`src/design/rrs_pkg.sv`:
```
// Package for the per-user round-robin scheduler.
// Holds field widths, status and kind codes, and the divider status type.
// No dependencies.
package rrs_pkg;

	localparam int UID_W   = 4;
	localparam int PID_W   = 22;
	localparam int TIME_W  = 8;
	localparam int STAT_W  = 3;
	localparam int QUOT_W  = 8;
	localparam int TDATA_W = 40;
	localparam int TIME_MAX = 255;

	localparam logic KIND_LOAD = 1'b0;
	localparam logic KIND_STEP = 1'b1;

	localparam logic [STAT_W-1:0] ST_ACCEPT = 3'd0;
	localparam logic [STAT_W-1:0] ST_REJECT = 3'd1;
	localparam logic [STAT_W-1:0] ST_SLICE  = 3'd2;
	localparam logic [STAT_W-1:0] ST_FINISH = 3'd3;
	localparam logic [STAT_W-1:0] ST_DONE   = 3'd4;

	typedef struct packed {
		logic              done;
		logic [QUOT_W-1:0] quot;
	} div_stat_t;

endpackage

```
`src/design/rrs_div.sv`:
```
// Iterative restoring divider, one quotient bit per cycle.
// The quotient is known to fit in rrs_pkg::QUOT_W bits.
// Depends on rrs_pkg.
module rrs_div #(
	parameter int DW = 16
) (
	input  logic              clk,
	input  logic              arst_n,
	input  logic              start,
	input  logic [DW-1:0]     dividend,
	input  logic [DW-1:0]     divisor,
	output rrs_pkg::div_stat_t stat
);

	localparam int CNT_W = $clog2(rrs_pkg::QUOT_W);

	logic                      busy_q;
	logic                      done_q;
	logic [CNT_W-1:0]          cnt_q;
	logic [DW-1:0]             rem_q;
	logic [DW-1:0]             den_q;
	logic [rrs_pkg::QUOT_W-1:0] quot_q;
	logic                      fits;

	assign fits = (rem_q >= den_q);

	always_ff @(posedge clk or negedge arst_n) begin
		if (!arst_n) begin
			busy_q <= 1'b0;
			done_q <= 1'b0;
			cnt_q  <= '0;
		end else begin
			done_q <= 1'b0;
			if (start) begin
				busy_q <= 1'b1;
				cnt_q  <= CNT_W'(rrs_pkg::QUOT_W - 1);
			end else if (busy_q) begin
				cnt_q <= cnt_q - 1'b1;
				if (cnt_q == '0) begin
					busy_q <= 1'b0;
					done_q <= 1'b1;
				end
			end
		end
	end

	always_ff @(posedge clk) begin
		if (start) begin
			rem_q  <= dividend;
			den_q  <= divisor << (rrs_pkg::QUOT_W - 1);
			quot_q <= '0;
		end else if (busy_q) begin
			if (fits) begin
				rem_q <= rem_q - den_q;
			end
			quot_q <= {quot_q[rrs_pkg::QUOT_W-2:0], fits};
			den_q  <= den_q >> 1;
		end
	end

	assign stat.done = done_q;
	assign stat.quot = quot_q;

endmodule

```
`config.mk`:
```
export PLATFORM = sky130hd
export DESIGN_NAME = rrs_div
export DESIGN_NICKNAME = d
export VERILOG_FILES = /design/src/design/rrs_pkg.sv /design/src/design/rrs_div.sv
export SDC_FILE = /design/constraint.sdc
export NUM_CORES = 1
export LEC_CHECK = 0
export ABC_AREA = 0
export BUFFER_PORTS_ARGS = -buffer_cell sky130_fd_sc_hd__buf_4
export CAP_MARGIN = 20
export CORE_MARGIN = 1.5
export CORE_UTILIZATION = 61
export CTS_CLUSTER_DIAMETER = 120
export DETAILED_ROUTE_END_ITERATION = 10
export PLACE_DENSITY = 0.82
export SYNTH_ARGS = -nofsm -noshare
export SYNTH_HDL_FRONTEND = slang
export SYNTH_SLANG_ARGS = --single-unit
```
`constraint.sdc`:
```
create_clock -name clk -period 4.4 [get_ports clk]
set_input_delay 0.66 -clock clk [delete_from_list [all_inputs] [get_ports clk]]
set_output_delay 0.66 -clock clk [all_outputs]
set_load 0.005 [all_outputs]
```
Word level (Yosys, flattened, before mapping)
Index checks and enable logic that the tools add are counted.
Storage, ports and cells
  word-level logic and storage cells: 27
  output and inout bits: 9
  register bits: 45
  input bits: 35
Operators by class
  $lt $le $gt $ge: 1
  reduce and logical (&&, ||, !) cells: 4
  add/subtract/negate cells: 2
  multiplexer cells: 13
Operators by type and width (count)
  $mux W16: 5
  $ge A16 B16 Y1: 1
  $sub A16 B16 Y16: 1
  $mux W1: 6
  $mux W3: 2
  $reduce_bool A2 Y1: 2
  $logic_not A3 Y1: 1
  $sub A3 B1 Y3 const B: 1
  $reduce_and A2 Y1: 1

Depth between registers and ports, before layout
Gate-level depths: netlist of run 1.
  depth in word-level cells: 4
  gate-level depth with buffers: 10
  depth with buffers taken out: 10

Worst setup path after synthesis of run 1
Ideal clock, no wire load.
  path type: register -> register
  start: register rem_q[0]
  end: register rem_q[0] (enable)
  period minus slack after synthesis: 2.853 ns
  stages on the path, launching flop included: 11
  buffers on the path: 0
  path slack: 1.547 ns
  data required time: 3.978 ns
  library setup time: 0.422 ns
  data arrival time: 2.431 ns
  cells stage by stage: edfxtp_1 > inv_1 > ha_1 > inv_1 > fa_1 > a21o_1 > a221o_1 > a21oi_1 > nor2_1 > o311ai_0 > o211ai_1
On the way
  cells in the longest elaborated chain, start to end: 3
Ends and longest elaborated chain
  start: declaration: line rrs_div.sv:20  | logic [DW-1:0] rem_q;
  start signal: assignment: line rrs_div.sv:49  | rem_q <= dividend;
  start signal: assignment: line rrs_div.sv:54  | rem_q <= rem_q - den_q;
  $ge A16 B16 Y1: line rrs_div.sv:25  | assign fits = (rem_q >= den_q);
  $reduce_bool A2 Y1 (no line)
  $reduce_and A2 Y1 (no line)
Every way passes these cells.
A chain may end at the register's enable or synchronous reset.

Worst setup path in the final report of run 1
  start: register rem_q[0]
  end: register rem_q[6] (enable)
The elaborated chain is that of the path after synthesis.

==> qor.yml, run 1 <==
fin_crit_sh_pct: 70.0
gp_congestion: 0.919
ant_nets: 0
r2r-start: "rem_q[0]"
path_class: "reg -> reg"
totalPowerFinal_uw: 1700
area_growth_pct: 14.7
tns_ps: 0
max-vdd-ir-drop_v: 0.000368
rsz0062_at_grt: "false"
wl_per_cell_um: 14.4
hpwl_um: 3690
drc_errors: 0
vias: 2096
synthCells: 276
synth-seq-area-share_pct: 44.6
grt_max_degree: 68
synth_compound_area_share_pct: 16.5
powerDensity_mw_per_mm2: 563
synth_cell_types: 48
whs_ps: 143
finalSetupViolations: 0
slowest_delay_ps: 400
die_h_um: 68.8
antenna_found_initial: 0
num-fill-cells: 312
die_width_um: 68.8
place_area_mm2: 0.00292
clock_latency_ps: 300
synth_top_family_by_area: "compound AO/OA/AOI/OAI gates"
initialDrtViolationCount: 162
required_ps: 4450
grt_first_pass_wirelength_um: 8420
cts_buffers: 5
path_clk_slew_ps: 90
critPathLaunchType: "flop"
ys_ff_latch: 45
htree_levels: 2
final_common_cell: "buf_4"
status: "finished clean"
cts_tree: "built"
synth_area_mm2: 0.00264
synth_nets: 330
yosys.area_share.simple_pct: 13.7
drt_wl_total_um: 5160
clk_path_buf_depth: 2
nNetsFinal: 361
synth_xor_area_share_pct: 3.98
antennaDiodeCount: 0
cts_sinks: 45
cp_common_cell: "inv_1"
fin_util_pct: 74.0
reg2regPathDepth: 11
synth_adder_area_share_pct: 9.30
io_pins: 44
synthMuxAreaShare_pct: 6.12
min_path_type: "in -> async"
relSlewSlack_pct: 50.2
seqCellArea_mm2: 0.00118
timing.fmax_ghz: 0.324
post_cts_buffers: 0
root_buffer: "clkbuf_8"
slew_violations: 0
grt_overflow: 0
portBuffers: 36
period_needed_ps: 3080
yosysWarnings: 0
synth_area_per_cell_um2: 9.56
ctsHoldBuffers: 0
fp.dieArea_mm2: 0.00473
p_leak_uw: 0.00141
hold_viol: 0
final_area_mm2: 0.00302
crit_path_end_kind: "flop"
rows: 23
multi_input_area_mm2: 0.00131
layout_common_cells: "38 x buf_4, 37 x nand2_1, 25 x nor2_1, 25 x edfxtp_1, 23 x inv_1"
finalClockSkew_ps: 7.47
grt_pass1_vias: 1894
cp_slowest_cell: "fa_1"
worstPathArrival_ps: 3130
core-area_mm2: 0.00409
viasPerCell: 5.85
worstMarginPinSlew_ps: 744
dr.pass1.iters: 4
initial_utilization_pct: 64.5
drive_gt1_share_pct: 15.9
cap_viol_max_count: 0
path_cells: "inv_1 -> ha_1 -> inv_1 -> fa_1 -> a21o_1 -> a221o_1 -> a21oi_1 -> nor2_1 -> o311ai_0 -> o211ai_1 -> buf_4"
worstPathMaxFanout: 10
grt_usage_pct: 24.2
post_cts_resized: 0
startpoint: "rem_q[0]"
[state kept, by name, indices dropped and copies added (netlist names)]
| name | cells |
|---|---|
| busy_q | 1 |
| cnt_q | 3 |
| den_q | 16 |
| done_q | 1 |
| quot_q | 8 |
| rem_q | 16 |
[synth_stat cells (all sizes together)]
cell type / instances / area (µm²)
buf: 6 / 33.8
nand2b: 2 / 12.5
edfxtp: 25 / 751
dfrtp: 5 / 125
clkinv: 1 / 3.75
or4b: 2 / 20.0
o21bai: 3 / 22.5
and3: 3 / 18.8
or2: 1 / 6.26
o311a: 1 / 10.0
a311o: 1 / 10.0
mux2: 1 / 11.3
inv: 23 / 86.3
o221ai: 1 / 8.76
nand4: 1 / 6.26
a21o: 5 / 38.8
a221o: 1 / 10.0
nand2: 37 / 139
nor4: 1 / 6.26
nor4b: 1 / 8.76
and2: 1 / 6.26
o2111a: 1 / 11.3
dfxtp: 15 / 300
xor2: 3 / 26.3
nor3: 3 / 15.0
o311ai: 1 / 8.76
o21ai: 18 / 90.1
fa: 1 / 20.0
or3: 1 / 6.26
a21boi: 1 / 7.51
nand3: 3 / 15.0
a21oi: 9 / 45.0
o211ai: 2 / 15.0
nor2: 25 / 93.8
nor2b: 1 / 6.26
ha: 18 / 225
a31oi: 4 / 25.0
a211oi: 1 / 12.5
a311oi: 3 / 26.3
mux2i: 15 / 150
o31ai: 10 / 75.1
o2111ai: 1 / 8.76
o211a: 1 / 10.0
clkbuf: 8 / 30.0
xnor2: 9 / 78.8
[layer usage]
layer	GRT usage (%)	wire (µm)
met1	33.6	2410
met5	0	0
met3	3.73	359
met2	37.5	2270
met4	10.5	115
[cells by family (layout without fill, tap and decap cells)]
| kind of cell | Yosys count | count (layout) |
|---|---|---|
| DFF | 45 | 45 |
| muxes | 16 | 16 |
| xor gates and xnor gates | 12 | 12 |
| adders and majority gates | 19 | 19 |
| and+or+nand+nor | 82 | 82 |
| AOI/OAI and AO/OA | 64 | 64 |
| buffers and inverters | 38 | 70 |
[through the flow]
step,setup slack [ps],instances
after floorplan,1550,276
after global placement,1390,350
after detailed placement,1350,350
after CTS,1320,358
after global routing,1130,358
final,1320,358
[worst max-delay path, delay by kind of cell, from the launching register on]
| family | cells | cell delay, ps |
|---|---|---|
| AO/OA/AOI/OAI | 5 | 1400 |
| adder cells (fa/ha/maj) | 2 | 560 |
| buffers and inverters | 3 | 440 |
| flip-flops | 1 | 370 |
| AND/OR/NAND/NOR | 1 | 70 |
[report_power, final]
part           internal (µW)  leakage (µW)  switching, µW
sequential               574      0.000440           39.5
combinational            352      0.000917            452
clock                    146     0.0000534            139
[worst paths after layout]
| kind | endpoint | slack [ps] |
|---|---|---|
| min reg2reg | quot_q[7] | 500 |
| min in group clk | quot_q[7] | 500 |
| min | cnt_q[2] | 140 |
| max reg2reg | rem_q[6] | 1320 |
| max | rem_q[6] | 1320 |
| max in group asynchronous | done_q | 4150 |
[area by class of cell]
type,instances,area share (%)
multi-input combinational,193,43.2
tap,50,2.07
timing repair buffer,38,9.43
clock buffer,7,3.23
sequential,45,38.9
clock inverter,1,0.165
inverter,24,2.98
(Power assumes the default switching activity.)
==> inputs of run 2 (changes only) <==
Settings changed: ABC_AREA 0 to 1, CORE_UTILIZATION 61 to 51, PLACE_DENSITY 0.82 to 0.73.
Clock period 4.4 ns to 2.8 ns, I/O delays scaled along.
==> qor.yml, run 2 <==
status: "finished clean"
clock_latency_ps: 310  # about the same
ctsHoldBuffers: 1  # +1
path_clk_slew_ps: 90  # about the same
cts_tree: "built"
die_width_um: 77.1  # +12%
slew_violations: 0  # unchanged
finalClockSkew_ps: 5.63  # -1.84 ps
cts_sinks: 45  # unchanged
finalSetupViolations: 0  # unchanged
grt_first_pass_wirelength_um: 10200  # +21%
grt_usage_pct: 21.5  # -2.7 points
timing.fmax_ghz: 0.451  # +39%
synth_top_area_share_pct: 26.8  # -1.6 points
p_sw_uw: 1230  # +95%
initialDrtViolationCount: 159  # -1.9%
synth_flop_cell: "edfxtp_1"
drive_gt1_share_pct: 13.5  # -2.4 points
min-delay-start: "dividend[5]"
min_path_type: "in -> reg"
viasPerCell: 4.93  # -16%
synth_nets: 432  # +31%
hold_depth: 3
p_sw_share_pct: 41.5  # +4.4 points
grt_max_degree: 35  # -49%
hpwl_um: 4300  # +17%
synthCells: 378  # +37%
post_cts_buffers: 0  # unchanged
antenna_found_initial: 0  # unchanged
dr.pass1.iters: 4  # unchanged
worstMarginPinSlew_ps: 736  # -8.03 ps
initial_utilization_pct: 53.7  # -11 points
layout_common_cells: "130 x nand2_1, 74 x inv_1, 37 x buf_4"
cap_viol_max_count: 0  # unchanged
area_growth_pct: 15.6
crit_path_end_kind: "flop"
htree_levels: 2  # unchanged
die_h_um: 77.1  # +12%
rsz0062_at_grt: "false"
fin_crit_sh_pct: 79.1  # +9.1 points
r2r-start: "rem_q[0]"
synth_area_per_cell_um2: 7.40  # -23%
drc_errors: 0  # unchanged
top_regs: "den_q x16, rem_q x16, quot_q x8"
synthArstFlopShare_pct: 11.1  # unchanged
synth_cell_types: 33  # -31%
clk_path_buf_depth: 2  # unchanged
p_seq_share_pct: 32.3  # -3.7 points
powerDensity_mw_per_mm2: 917  # +63%
wl_per_cell_um: 12.3  # -15%
synth_common_cells: "130 x nand2_1, 74 x inv_1, 25 x edfxtp_1"
fp.dieArea_mm2: 0.00594  # +26%
p_comb_share_pct: 50.8  # +3.5 points
nNetsFinal: 468  # +30%
gp_congestion: 0.875  # -4.8%
io_pins: 44  # unchanged
p_leak_uw: 0.00167  # +18%
cts_buffers: 5  # unchanged
relSlewSlack_pct: 50.9  # +0.70 points
grt_overflow: 0  # unchanged
whs_ps: 376  # +233 ps
synth_edf_count: 25  # unchanged
post_cts_resized: 0  # unchanged
rows: 26  # +13%
startpoint: "rem_q[0]"
p_int_uw: 1730  # +62%
ant_nets: 0  # unchanged
ys_ff_latch: 45  # unchanged
worstPathMaxFanout: 16  # +6
yosysWarnings: 0  # unchanged
critPathLaunchType: "flop"
worstPathArrival_ps: 2270  # -860 ps
tns_ps: 0  # unchanged
reg2regPathDepth: 14  # +3
hold_viol: 0  # unchanged
period_needed_ps: 2220  # -866 ps
synth-seq-area-share_pct: 42.1  # -2.5 points
max-vdd-ir-drop_v: 0.000465  # +26%
synth_area_mm2: 0.00280  # +6.0%
core-area_mm2: 0.00520  # +27%
final_common_cell: "nand2_1"
path_class: "reg -> reg"
drt_wl_total_um: 5960  # +16%
antennaDiodeCount: 0  # unchanged
p_clk_share_pct: 16.9  # +0.2 points
yosysMostFrequentCell: "nand2_1"
portBuffers: 36  # unchanged
required_ps: 2850  # -1600 ps
synth_area_leaders: "edfxtp_1 27%, nand2_1 17%, dfxtp_1 11%"
grt_pass1_vias: 2300  # +21%
vias: 2392  # +14%
synth_top_area_cell: "edfxtp_1"
root_buffer: "clkbuf_8"
[run 2: cell types whose count changed in the layout (fill, tap and decap cells not counted), sizes merged, moves of 5 or more]
| cell | delta |
|---|---|
| nand3 | +17 |
| mux2i | -15 |
| nor2 | -8 |
| o31ai | -10 |
| xnor2 | -8 |
| o22ai | +11 |
| nand2 | +98 |
| a21o | -5 |
| inv | +51 |
[run 2: worst max-delay path: stages, from the launching register on]
cell,delay (ps)
edfxtp_1,370
inv_1,60
ha_1,130
inv_1,70
fa_1,390
nand2_1,100
nand2_1,70
and2_4,150
nand2_2,50
nand2_2,60
nand2_1,70
nand3_2,90
nand2_1,70
nand2_1,50
buf_4,230
[run 2: cell families (layout without fill, tap and decap cells)]
family          after synthesis  after routing  share of synthesized area [%]
flops                        45             45                           42.1
compound gates               44             44                           8.64
simple gates                185            185                           28.2
xor+xnor                      2              2                          0.627
buf+inv                      83            120                           11.7
fa+ha+maj                    19             19                           8.77
[run 2: power by group through the flow]
stage,Combinational (µW),Sequential (µW),Clock [µW]
6_report,1510,957,501
5_1_grt,1750,972,537
4_1_cts,1510,959,506
3_5_place_dp,1490,975,0
3_3_place_gp,1460,968,0
2_1_floorplan,1160,960,0
[run 2: area by class of cell]
type                            instances  area [µm²]
Fill cell                             505        1970
Multi-Input combinational cell        250        1290
Sequential cell                        45        1180
Timing Repair Buffer                   38         288
Inverter                               74         278
Tap cell                               70        87.6
Clock buffer                            6        72.6
Clock inverter                          2        38.8
[run 2: metal layers]
layer	up-vias	track usage (%)	wire [µm]
met5	-	0	0
met4	0	7.27	101
met3	11	4.64	274
met2	48	36.3	2800
met1	1078	27.4	2790
li1	1255	-	-
[run 2: stage by stage]
stage	setup slack (ps)	util [%]	instance area (µm²)	total power (µW)	cells
2_1_floorplan	634	-	2800	2120	378
3_3_place_gp	623	59.8	3110	2430	476
3_5_place_dp	572	59.8	3110	2460	476
4_1_cts	555	62.1	3230	2970	485
5_1_grt	409	62.1	3230	3260	485
6_report	584	62.1	3230	2960	485
[run 2: final timing paths]
path | endpoint | slack (ps)
max | rem_q[0] | 580
min | rem_q[5] | 380
max reg2reg | rem_q[0] | 580
min reg2reg | den_q[0] | 470
max in group asynchronous | done_q | 2250
min in group asynchronous | cnt_q[1] | 440
